--- config.mk ---
export PLATFORM = sky130hd
export DESIGN_NAME = tcp_port_drop_filter
export DESIGN_NICKNAME = d
export VERILOG_FILES = /design/src/rtl/tpdf_pkg.sv /design/src/rtl/tpdf_parser.sv /design/src/rtl/tpdf_queue.sv /design/src/rtl/tpdf_stats.sv /design/src/rtl/tcp_port_drop_filter.sv
export SDC_FILE = /design/constraint.sdc
export NUM_CORES = 1
export LEC_CHECK = 0
export BUFFER_PORTS_ARGS = -buffer_cell sky130_fd_sc_hd__buf_4
export CAP_MARGIN = 20
export CORE_ASPECT_RATIO = 0.7
export CORE_MARGIN = 10
export CORE_UTILIZATION = 49
export DETAILED_ROUTE_END_ITERATION = 8
export PLACE_DENSITY = 0.68
export SETUP_SLACK_MARGIN = 0.05
export SLEW_MARGIN = 20
export SYNTH_ARGS = -nofsm -noshare
export SYNTH_HDL_FRONTEND = slang
export SYNTH_SLANG_ARGS = --single-unit
--- constraint.sdc ---
create_clock -name i_clk -period 9.88 [get_ports i_clk]
set_input_delay 1.976 -clock i_clk [delete_from_list [all_inputs] [get_ports i_clk]]
set_output_delay 1.976 -clock i_clk [all_outputs]
set_load 0.1 [all_outputs]
--- src/rtl/tpdf_pkg.sv ---
// ----------------------------------------------------------------------------
// TCP port drop filter package
// Shared types, codes and sizes of the filter's front, queue and back parts.
// ----------------------------------------------------------------------------
package tpdf_pkg;

    localparam int COUNTER_WIDTH_DEFAULT = 64;
    localparam int STAT_WIDTH            = 64;
    localparam int OUT_FIELDS_WIDTH      = 1 + 4 * STAT_WIDTH;
    localparam int OUT_TDATA_WIDTH       = ((OUT_FIELDS_WIDTH + 7) / 8) * 8;
    localparam int IN_TDATA_WIDTH        = 8;
    localparam int CFG_INDEX_WIDTH       = 1;
    localparam int CFG_DATA_WIDTH        = 16;
    localparam int QUEUE_DEPTH           = 4;
    localparam int QUEUE_PTR_WIDTH       = $clog2(QUEUE_DEPTH);
    localparam int OFFSET_WIDTH          = 7;

    localparam logic [CFG_INDEX_WIDTH-1:0] CFG_IDX_DROP_PORT    = 1'b0;
    localparam logic [CFG_INDEX_WIDTH-1:0] CFG_IDX_PORT_ENABLED = 1'b1;

    localparam logic [OFFSET_WIDTH-1:0] OFFSET_MAX       = 7'd127;
    localparam logic [OFFSET_WIDTH-1:0] OFF_ETHTYPE_HI   = 7'd12;
    localparam logic [OFFSET_WIDTH-1:0] OFF_ETHTYPE_LO   = 7'd13;
    localparam logic [OFFSET_WIDTH-1:0] OFF_IP_IHL       = 7'd14;
    localparam logic [OFFSET_WIDTH-1:0] OFF_IP_PROTO     = 7'd23;
    localparam logic [OFFSET_WIDTH-1:0] ETH_HDR_LEN      = 7'd14;
    localparam logic [OFFSET_WIDTH:0]   ETH_MIN_LEN      = 8'd14;
    localparam logic [OFFSET_WIDTH:0]   IPV4_MIN_LEN     = 8'd34;
    localparam logic [OFFSET_WIDTH:0]   TCP_MIN_LEN      = 8'd20;
    localparam logic [15:0]             ETHERTYPE_IPV4   = 16'h0800;
    localparam logic [7:0]              PROTO_TCP        = 8'd6;

    typedef enum logic [2:0] {
        CLS_SHORT,
        CLS_PASS,
        CLS_TCP_SHORT,
        CLS_TCP_PASS,
        CLS_TCP_DROP
    } t_frame_class;

    typedef struct packed {
        logic [15:0] drop_port;
        logic        port_enabled;
    } t_cfg;

endpackage

--- src/rtl/tpdf_parser.sv ---
// ----------------------------------------------------------------------------
// TCP port drop filter front end
// Takes frame bytes, extracts header fields and classifies each frame at its
// last byte into one request for the statistics back end.
// ----------------------------------------------------------------------------
module tpdf_parser (
    input  logic                              i_clk,
    input  logic                              i_rst_n,
    input  tpdf_pkg::t_cfg                    i_cfg,
    input  logic                              i_s_tvalid,
    output logic                              o_s_tready,
    input  logic [tpdf_pkg::IN_TDATA_WIDTH-1:0] i_s_tdata,  // data_byte
    input  logic                              i_s_tlast,
    input  logic                              i_queue_full,
    output logic                              o_push,
    output tpdf_pkg::t_frame_class            o_push_class
);

    localparam int OW = tpdf_pkg::OFFSET_WIDTH;

    logic [OW-1:0] r_offset,       n_offset;
    logic [15:0]   r_ether_kind,   n_ether_kind;
    logic [7:0]    r_ip_protocol,  n_ip_protocol;
    logic [3:0]    r_header_words, n_header_words;
    logic [15:0]   r_sport,        n_sport;
    logic [15:0]   r_dst_port,     n_dst_port;

    logic [OW-1:0] tcp_at;
    logic [OW:0]   frame_len;
    logic [OW:0]   tcp_end;
    logic          accept;
    logic          port_match;

    assign o_s_tready = !i_queue_full;
    assign accept     = i_s_tvalid && o_s_tready;

    always_comb begin
        n_ether_kind   = r_ether_kind;
        n_ip_protocol  = r_ip_protocol;
        n_header_words = r_header_words;
        n_sport        = r_sport;
        n_dst_port     = r_dst_port;

        if (r_offset == tpdf_pkg::OFF_ETHTYPE_HI) begin
            n_ether_kind[15:8] = i_s_tdata;
        end else if (r_offset == tpdf_pkg::OFF_ETHTYPE_LO) begin
            n_ether_kind[7:0] = i_s_tdata;
        end
        if (r_offset == tpdf_pkg::OFF_IP_IHL) begin
            n_header_words = i_s_tdata[3:0];
        end
        if (r_offset == tpdf_pkg::OFF_IP_PROTO) begin
            n_ip_protocol = i_s_tdata;
        end

        tcp_at = tpdf_pkg::ETH_HDR_LEN + {1'b0, n_header_words, 2'b00};
        if (r_offset == tcp_at) begin
            n_sport[15:8] = i_s_tdata;
        end else if (r_offset == tcp_at + 7'd1) begin
            n_sport[7:0] = i_s_tdata;
        end else if (r_offset == tcp_at + 7'd2) begin
            n_dst_port[15:8] = i_s_tdata;
        end else if (r_offset == tcp_at + 7'd3) begin
            n_dst_port[7:0] = i_s_tdata;
        end

        if (r_offset < tpdf_pkg::OFFSET_MAX) begin
            n_offset = r_offset + 7'd1;
        end else begin
            n_offset = r_offset;
        end
    end

    always_comb begin
        frame_len  = {1'b0, r_offset} + 8'd1;
        tcp_end    = {1'b0, tcp_at} + tpdf_pkg::TCP_MIN_LEN;
        port_match = (n_dst_port == i_cfg.drop_port) ||
                     (n_sport == i_cfg.drop_port);

        if (frame_len < tpdf_pkg::ETH_MIN_LEN) begin
            o_push_class = tpdf_pkg::CLS_SHORT;
        end else if (n_ether_kind != tpdf_pkg::ETHERTYPE_IPV4) begin
            o_push_class = tpdf_pkg::CLS_PASS;
        end else if (frame_len < tpdf_pkg::IPV4_MIN_LEN) begin
            o_push_class = tpdf_pkg::CLS_SHORT;
        end else if (n_ip_protocol != tpdf_pkg::PROTO_TCP) begin
            o_push_class = tpdf_pkg::CLS_PASS;
        end else if (frame_len < tcp_end) begin
            o_push_class = tpdf_pkg::CLS_TCP_SHORT;
        end else if (!i_cfg.port_enabled) begin
            o_push_class = tpdf_pkg::CLS_TCP_PASS;
        end else if (port_match) begin
            o_push_class = tpdf_pkg::CLS_TCP_DROP;
        end else begin
            o_push_class = tpdf_pkg::CLS_TCP_PASS;
        end
    end

    assign o_push = accept && i_s_tlast;

    always_ff @(posedge i_clk) begin
        if (!i_rst_n) begin
            r_offset       <= '0;
            r_ether_kind   <= '0;
            r_ip_protocol  <= '0;
            r_header_words <= '0;
            r_sport        <= '0;
            r_dst_port     <= '0;
        end else if (accept) begin
            if (i_s_tlast) begin
                r_offset       <= '0;
                r_ether_kind   <= '0;
                r_ip_protocol  <= '0;
                r_header_words <= '0;
                r_sport        <= '0;
                r_dst_port     <= '0;
            end else begin
                r_offset       <= n_offset;
                r_ether_kind   <= n_ether_kind;
                r_ip_protocol  <= n_ip_protocol;
                r_header_words <= n_header_words;
                r_sport        <= n_sport;
                r_dst_port     <= n_dst_port;
            end
        end
    end

endmodule

--- src/rtl/tpdf_queue.sv ---
// ----------------------------------------------------------------------------
// TCP port drop filter request queue
// Short first-in first-out store of frame classes between front and back end.
// ----------------------------------------------------------------------------
module tpdf_queue (
    input  logic                   i_clk,
    input  logic                   i_rst_n,
    input  logic                   i_push,
    input  tpdf_pkg::t_frame_class i_push_class,
    output logic                   o_full,
    input  logic                   i_pop,
    output logic                   o_valid,
    output tpdf_pkg::t_frame_class o_class
);

    localparam int PW = tpdf_pkg::QUEUE_PTR_WIDTH;

    tpdf_pkg::t_frame_class r_mem [tpdf_pkg::QUEUE_DEPTH];
    logic [PW-1:0] r_wr_ptr;
    logic [PW-1:0] r_rd_ptr;
    logic [PW:0]   r_count;
    logic          do_pop;

    assign o_full  = (r_count == (PW+1)'(tpdf_pkg::QUEUE_DEPTH));
    assign o_valid = (r_count != '0);
    assign o_class = r_mem[r_rd_ptr];
    assign do_pop  = i_pop && o_valid;

    always_ff @(posedge i_clk) begin
        if (i_push) begin
            r_mem[r_wr_ptr] <= i_push_class;
        end
    end

    always_ff @(posedge i_clk) begin
        if (!i_rst_n) begin
            r_wr_ptr <= '0;
            r_rd_ptr <= '0;
            r_count  <= '0;
        end else begin
            if (i_push) begin
                r_wr_ptr <= r_wr_ptr + PW'(1);
            end
            if (do_pop) begin
                r_rd_ptr <= r_rd_ptr + PW'(1);
            end
            if (i_push && !do_pop) begin
                r_count <= r_count + (PW+1)'(1);
            end else if (do_pop && !i_push) begin
                r_count <= r_count - (PW+1)'(1);
            end
        end
    end

endmodule

--- src/rtl/tpdf_stats.sv ---
// ----------------------------------------------------------------------------
// TCP port drop filter back end
// Updates the frame counters per request and holds the result for output.
// ----------------------------------------------------------------------------
module tpdf_stats #(
    parameter int COUNTER_WIDTH = tpdf_pkg::COUNTER_WIDTH_DEFAULT
) (
    input  logic                                 i_clk,
    input  logic                                 i_rst_n,
    input  logic                                 i_req_valid,
    input  tpdf_pkg::t_frame_class               i_req_class,
    output logic                                 o_req_pop,
    output logic                                 o_m_tvalid,
    input  logic                                 i_m_tready,
    output logic [tpdf_pkg::OUT_TDATA_WIDTH-1:0] o_m_tdata
);

    localparam int SW = tpdf_pkg::STAT_WIDTH;

    logic [COUNTER_WIDTH-1:0] r_total,   n_total;
    logic [COUNTER_WIDTH-1:0] r_tcp,     n_tcp;
    logic [COUNTER_WIDTH-1:0] r_dropped, n_dropped;
    logic [COUNTER_WIDTH-1:0] r_passed,  n_passed;
    logic [SW-1:0] ext_total, ext_tcp, ext_dropped, ext_passed;
    logic          r_out_valid;
    logic [tpdf_pkg::OUT_TDATA_WIDTH-1:0] r_out_data, n_out_data;
    logic          verdict;

    assign o_req_pop  = i_req_valid && (!r_out_valid || i_m_tready);
    assign o_m_tvalid = r_out_valid;
    assign o_m_tdata  = r_out_data;

    always_comb begin
        n_total   = r_total + COUNTER_WIDTH'(1);
        n_tcp     = r_tcp;
        n_dropped = r_dropped;
        n_passed  = r_passed;
        verdict   = 1'b0;
        case (i_req_class)
            tpdf_pkg::CLS_SHORT: begin
            end
            tpdf_pkg::CLS_PASS: begin
                n_passed = r_passed + COUNTER_WIDTH'(1);
            end
            tpdf_pkg::CLS_TCP_SHORT: begin
                n_tcp = r_tcp + COUNTER_WIDTH'(1);
            end
            tpdf_pkg::CLS_TCP_PASS: begin
                n_tcp    = r_tcp + COUNTER_WIDTH'(1);
                n_passed = r_passed + COUNTER_WIDTH'(1);
            end
            tpdf_pkg::CLS_TCP_DROP: begin
                n_tcp     = r_tcp + COUNTER_WIDTH'(1);
                n_dropped = r_dropped + COUNTER_WIDTH'(1);
                verdict   = 1'b1;
            end
            default: begin
            end
        endcase
    end

    always_comb begin
        ext_total   = '0;
        ext_tcp     = '0;
        ext_dropped = '0;
        ext_passed  = '0;
        ext_total[COUNTER_WIDTH-1:0]   = n_total;
        ext_tcp[COUNTER_WIDTH-1:0]     = n_tcp;
        ext_dropped[COUNTER_WIDTH-1:0] = n_dropped;
        ext_passed[COUNTER_WIDTH-1:0]  = n_passed;
        n_out_data = '0;
        n_out_data[tpdf_pkg::OUT_FIELDS_WIDTH-1:0] =
            {ext_passed, ext_dropped, ext_tcp, ext_total, verdict};
    end

    always_ff @(posedge i_clk) begin
        if (!i_rst_n) begin
            r_total     <= '0;
            r_tcp       <= '0;
            r_dropped   <= '0;
            r_passed    <= '0;
            r_out_valid <= 1'b0;
        end else begin
            if (o_req_pop) begin
                r_total     <= n_total;
                r_tcp       <= n_tcp;
                r_dropped   <= n_dropped;
                r_passed    <= n_passed;
                r_out_valid <= 1'b1;
            end else if (i_m_tready) begin
                r_out_valid <= 1'b0;
            end
        end
    end

    always_ff @(posedge i_clk) begin
        if (o_req_pop) begin
            r_out_data <= n_out_data;
        end
    end

endmodule

--- src/rtl/tcp_port_drop_filter.sv ---
// ----------------------------------------------------------------------------
// TCP port drop filter
// Each result passes the request queue and the output register to o_m_tvalid.
// One byte per cycle unless queue_full; one result per cycle unless stalled.
// A four-entry request queue decouples the byte parser from the counters.
// Reset (synchronous, active low) clears counters, parser and queue;
// the drop port resets to 0 and port_enabled to 1.
// ----------------------------------------------------------------------------
module tcp_port_drop_filter #(
    parameter int COUNTER_WIDTH = tpdf_pkg::COUNTER_WIDTH_DEFAULT
) (
    input  logic                                 i_clk,
    input  logic                                 i_rst_n,
    input  logic                                 i_cfg_wr_en,
    input  logic [tpdf_pkg::CFG_INDEX_WIDTH-1:0] i_cfg_index,
    input  logic [tpdf_pkg::CFG_DATA_WIDTH-1:0]  i_cfg_wdata,
    input  logic                                 i_s_tvalid,
    output logic                                 o_s_tready,
    input  logic [tpdf_pkg::IN_TDATA_WIDTH-1:0]  i_s_tdata,  // data_byte
    input  logic                                 i_s_tlast,
    output logic                                 o_m_tvalid,
    input  logic                                 i_m_tready,
    // verdict, total_count, tcp_count, dropped_count, passed_count, zero pad
    output logic [tpdf_pkg::OUT_TDATA_WIDTH-1:0] o_m_tdata
);

    tpdf_pkg::t_cfg         r_cfg;
    logic                   push;
    tpdf_pkg::t_frame_class push_class;
    logic                   queue_full;
    logic                   req_valid;
    tpdf_pkg::t_frame_class req_class;
    logic                   req_pop;

    always_ff @(posedge i_clk) begin
        if (!i_rst_n) begin
            r_cfg.drop_port    <= '0;
            r_cfg.port_enabled <= 1'b1;
        end else if (i_cfg_wr_en) begin
            case (i_cfg_index)
                tpdf_pkg::CFG_IDX_DROP_PORT: begin
                    r_cfg.drop_port <= i_cfg_wdata;
                end
                tpdf_pkg::CFG_IDX_PORT_ENABLED: begin
                    r_cfg.port_enabled <= i_cfg_wdata[0];
                end
                default: begin
                end
            endcase
        end
    end

    tpdf_parser u_parser (
        .i_clk        (i_clk),
        .i_rst_n      (i_rst_n),
        .i_cfg        (r_cfg),
        .i_s_tvalid   (i_s_tvalid),
        .o_s_tready   (o_s_tready),
        .i_s_tdata    (i_s_tdata),
        .i_s_tlast    (i_s_tlast),
        .i_queue_full (queue_full),
        .o_push       (push),
        .o_push_class (push_class)
    );

    tpdf_queue u_queue (
        .i_clk        (i_clk),
        .i_rst_n      (i_rst_n),
        .i_push       (push),
        .i_push_class (push_class),
        .o_full       (queue_full),
        .i_pop        (req_pop),
        .o_valid      (req_valid),
        .o_class      (req_class)
    );

    tpdf_stats #(
        .COUNTER_WIDTH (COUNTER_WIDTH)
    ) u_stats (
        .i_clk        (i_clk),
        .i_rst_n      (i_rst_n),
        .i_req_valid  (req_valid),
        .i_req_class  (req_class),
        .o_req_pop    (req_pop),
        .o_m_tvalid   (o_m_tvalid),
        .i_m_tready   (i_m_tready),
        .o_m_tdata    (o_m_tdata)
    );

endmodule
==> summary by stage <==
Clock tree
No sink is reached through more buffers than the 3 on the longest clock path. The number of setup buffers added after CTS is 0. The CTS tree is built. The clock reaches the later pin of the worst-skew pair after 0.62 ns.

In this run the number of H-tree levels came out at 2. The number of clock buffers added by TritonCTS is 58. The clock transition time at the flip-flop clock pins of the worst setup and hold paths is 0.06 ns. After clock tree synthesis, the flow added hold-fix buffers numbering 0. The number of gates resized after cts is 0. The root cell of the clock tree is sky130_fd_sc_hd__clkbuf_16. The clock net in this run drives a total of 619 sinks.

Pwr
The worst ir drop on vdd is 0.354 mV. In this run the static leakage power is 0.0130 uW. The power per standard cell area is 333 mW/mm2.

STA
The post-route fraction of the period consumed by the critical path is 0.579. The worst pin sits at a relative slew slack of 0.356. For the pin with the worst max-slew slack, the measured transition is 0.963 ns. Counting I/O delays and the setup requirement, the final critical path takes 5.72 ns. Setup repair after global routing left no endpoint under its margin. The number of failing hold endpoints at the final stage is 0. The final worst clock skew is 0.0153 ns. Setup violations remaining at the end of the flow were counted as 0.

For the final routed database, the setup TNS stands at 0 ns. Based on the critical path, the design can be clocked at up to 0.175 GHz. The final worst hold slack is 0.497 ns.

The number of slew-limit violations in the final report is 0.

Global route
The total congestion overflow is 0. The initial antenna violation count is 0. The via count of the first global-routing pass came to 20971. For this run, the total global-route usage over all layers was measured as 0.203. The largest net degree at the start of global routing is 172. The global-route wire length before repair is 117 mm.

Synthesis
The synthesized instance count is 2926. For this run, the leading register cell type out of synthesis is sky130_fd_sc_hd__dfxtp_1. In this run, distinct cell masters in the synthesized netlist total 82. The most common cell in the synthesized netlist is sky130_fd_sc_hd__dfxtp_1.

Of the synthesized area, sequential elements account for 0.509. Yosys printed 0 warnings. The cell area after synthesis is 0.0296 mm2.

The flip-flop and latch count after synthesis is 619. The number of enable-type register cells in the synthesized netlist is 269. Sorting the synthesized cells by area gives the leading types as sky130_fd_sc_hd__edfxtp_1 (27%), sky130_fd_sc_hd__dfxtp_1 (24%), sky130_fd_sc_hd__xnor2_1 (8.6%), sky130_fd_sc_hd__xor2_1 (5.5%), sky130_fd_sc_hd__and2_1 (4.3%). The library cell occupying the most area in the post-synthesis netlist is sky130_fd_sc_hd__edfxtp_1. Counting flops with an async set or reset pin after synthesis yields a share of 0. The top cell type's share of synthesized area is 0.273.

The post-synthesis area per instance is 10.1 um2. In the synthesized netlist, the cells that appear most often are sky130_fd_sc_hd__dfxtp_1 (350), sky130_fd_sc_hd__xnor2_1 (292), sky130_fd_sc_hd__nand2_1 (291).

Critical path
For the worst setup path, the data required time is 10.24 ns. Across all register-to-register paths, the minimum setup slack is 4.35 ns. In this run the worst path has a maximum fanout of 15. Following the worst setup path forward leads to its endpoint at u_queue.r_mem[3][0]$_DFFE_PP_.

The endpoint of the worst-slack reg-to-reg timing path is u_queue.r_mem[3][0]$_DFFE_PP_. STA classifies the critical path endpoint as a register. The logic depth of the worst register-to-register path is 13. The startpoint type of the worst setup path is a primary input.

The worst setup path category is primary input to register. The startpoint of the worst register-to-register path is u_parser.r_offset[2]$_SDFFE_PN0P_. The critical path arrival is 6.08 ns.

The most critical setup path has its startpoint at i_s_tdata[0].

Die
The overall die area is 0.0709 mm2. The initial utilization of the core area, before any placement, comes to 0.495. 297 I/O pins were placed. Row generation in the floorplan step produced 75 rows.

The placeable core region is 0.0599 mm2. The floorplan step set the die height to 226 um. The die is 314 um wide.

Drt
The remaining routing DRC violations is 0. In this run the remaining antenna-violating nets after routing total 0. The detail-routed via count per cell is 5.43.

The final routed wire length divided by cell count is 18.8 um. The first detailed-routing pass took 7 iterations. For this block, the initial DRC count from the detailed router was 1592. The count of vias placed by the detailed router is 21686. After detailed routing, the total wire length is 75.0 mm.

Layout
0 antenna diodes ended up in the layout. The number of nets in the final layout is 3186. The relative area change from synthesis to final layout is 15.6%.

The total non-filler cell area in the finished layout is 0.0342 mm2. Of the cells placed in the final design, the portion with a size suffix greater than 1 is 0.139. The share of the core filled with cells is 0.572.

Hold path
In this run the worst hold path is classified as register to register. The worst hold path was traced through 2 stages.

Placement
The wire-length estimate of the detail-placed layout is 52.7 mm. The count of buffers added on input and output ports is 289. After detailed placement, the total cell area comes to 0.0323 mm2. At the end of routability-driven placement, the weighted congestion stood at 0.931.

Flow run
The number of max-cap violations is 0.

Outcome
The run finished with clean final reports.
[routing by layer]
metal  global-route usage  vias to the layer above  routed length (um)
li1                     -                    10580                   -
met1                0.287                    10471               35000
met2                0.309                      547               33000
met3               0.0479                       88                5380
met4               0.0503                        0                1570
met5                    0                        -                   0
[sequential cells by signal, summed over array words and instances, names as in the netlist, named ones only]
register                 cells
u_stats.r_total             64
u_parser.r_dst_port         16
u_parser.r_ip_protocol       8
u_stats.r_dropped           64
u_queue.r_mem               12
u_queue.r_rd_ptr             2
r_cfg                       17
u_stats.r_passed            64
u_stats.o_m_tdata          257
u_parser.r_sport            16
u_parser.r_ether_kind       16
u_stats.o_m_tvalid           1
u_stats.r_tcp               64
u_queue.r_wr_ptr             2
u_parser.r_header_words      4
u_queue.r_count              3
u_parser.r_offset            7
[layout by cell type (no fill, tap or decap), types with 92 or more instances in the layout]
| master | instances |
|---|---|
| sky130_fd_sc_hd__xor2_1 | 185 |
| sky130_fd_sc_hd__dfxtp_1 | 350 |
| sky130_fd_sc_hd__buf_4 | 293 |
| sky130_fd_sc_hd__nand3_1 | 125 |
| sky130_fd_sc_hd__xnor2_1 | 292 |
| sky130_fd_sc_hd__and2_1 | 206 |
| sky130_fd_sc_hd__nor2_1 | 145 |
| sky130_fd_sc_hd__o21ai_0 | 92 |
| sky130_fd_sc_hd__edfxtp_1 | 269 |
| sky130_fd_sc_hd__nand2_1 | 291 |
[critical path: stages]
cell and delay [ns]:
sky130_fd_sc_hd__buf_4 0.14, sky130_fd_sc_hd__inv_1 0.19, sky130_fd_sc_hd__nor3_2 0.09, sky130_fd_sc_hd__a21oi_1 0.39
sky130_fd_sc_hd__ha_1 0.55, sky130_fd_sc_hd__nand2b_1 0.13, sky130_fd_sc_hd__o21a_1 0.12, sky130_fd_sc_hd__a2111oi_0 0.49
sky130_fd_sc_hd__o221ai_2 0.38, sky130_fd_sc_hd__or2_2 0.43, sky130_fd_sc_hd__a211oi_1 0.33, sky130_fd_sc_hd__a21oi_1 0.09
sky130_fd_sc_hd__a311o_1 0.40, sky130_fd_sc_hd__o221ai_1 0.36
[cell families after synthesis]
| logic type | Yosys count | synth area share |
|---|---|---|
| adder cells (fa/ha/maj) | 21 | 0.00912 |
| other | 1 | 0.000127 |
| flip-flops | 619 | 0.509 |
| multiplexers | 12 | 0.00562 |
| AO/OA/AOI/OAI | 340 | 0.0788 |
| AND/OR/NAND/NOR | 1253 | 0.229 |
| buffers and inverters | 203 | 0.0276 |
| XOR/XNOR | 477 | 0.141 |
[worst min path at each step]
stage	start	endpoint	slack, ns
floorplan	r_cfg[2]$_SDFFE_PN0P_	r_cfg[2]$_SDFFE_PN0P_	0.45
detailed placement	r_cfg[2]$_SDFFE_PN0P_	r_cfg[2]$_SDFFE_PN0P_	0.49
finish	r_cfg[2]$_SDFFE_PN0P_	r_cfg[2]$_SDFFE_PN0P_	0.50
global placement	u_stats.r_dropped[27]$_SDFFE_PN0P_	u_stats.r_dropped[27]$_SDFFE_PN0P_	0.48
global route	r_cfg[2]$_SDFFE_PN0P_	r_cfg[2]$_SDFFE_PN0P_	0.54
CTS	r_cfg[2]$_SDFFE_PN0P_	r_cfg[2]$_SDFFE_PN0P_	0.50
[area by class of cell]
cell class / count / area (um2)
Tap cell: 808 / 1010
Sequential cell: 619 / 15100
Fill cell: 5168 / 25600
Inverter: 49 / 196
Timing Repair Buffer: 296 / 2240
Clock buffer: 77 / 1540
Clock inverter: 33 / 393
Multi-Input combinational cell: 2110 / 13800
[where the power goes]
part	internal, uW	total [uW]	switching [uW]
sequential	3390	3670	274
clock	1310	2300	985
combinational	770	5440	4670
total	5480	11400	5920
[metrics by stage]
stage	setup slack (ns)	power, uW	instances
3_5_place_dp	3.40	9200	3881
2_1_floorplan	3.15	8060	2932
5_1_grt	3.81	11800	3992
4_1_cts	4.03	11500	3991
6_report	4.16	11400	3992
3_3_place_gp	3.53	9170	3881
Power figures use the tool's default switching activity.
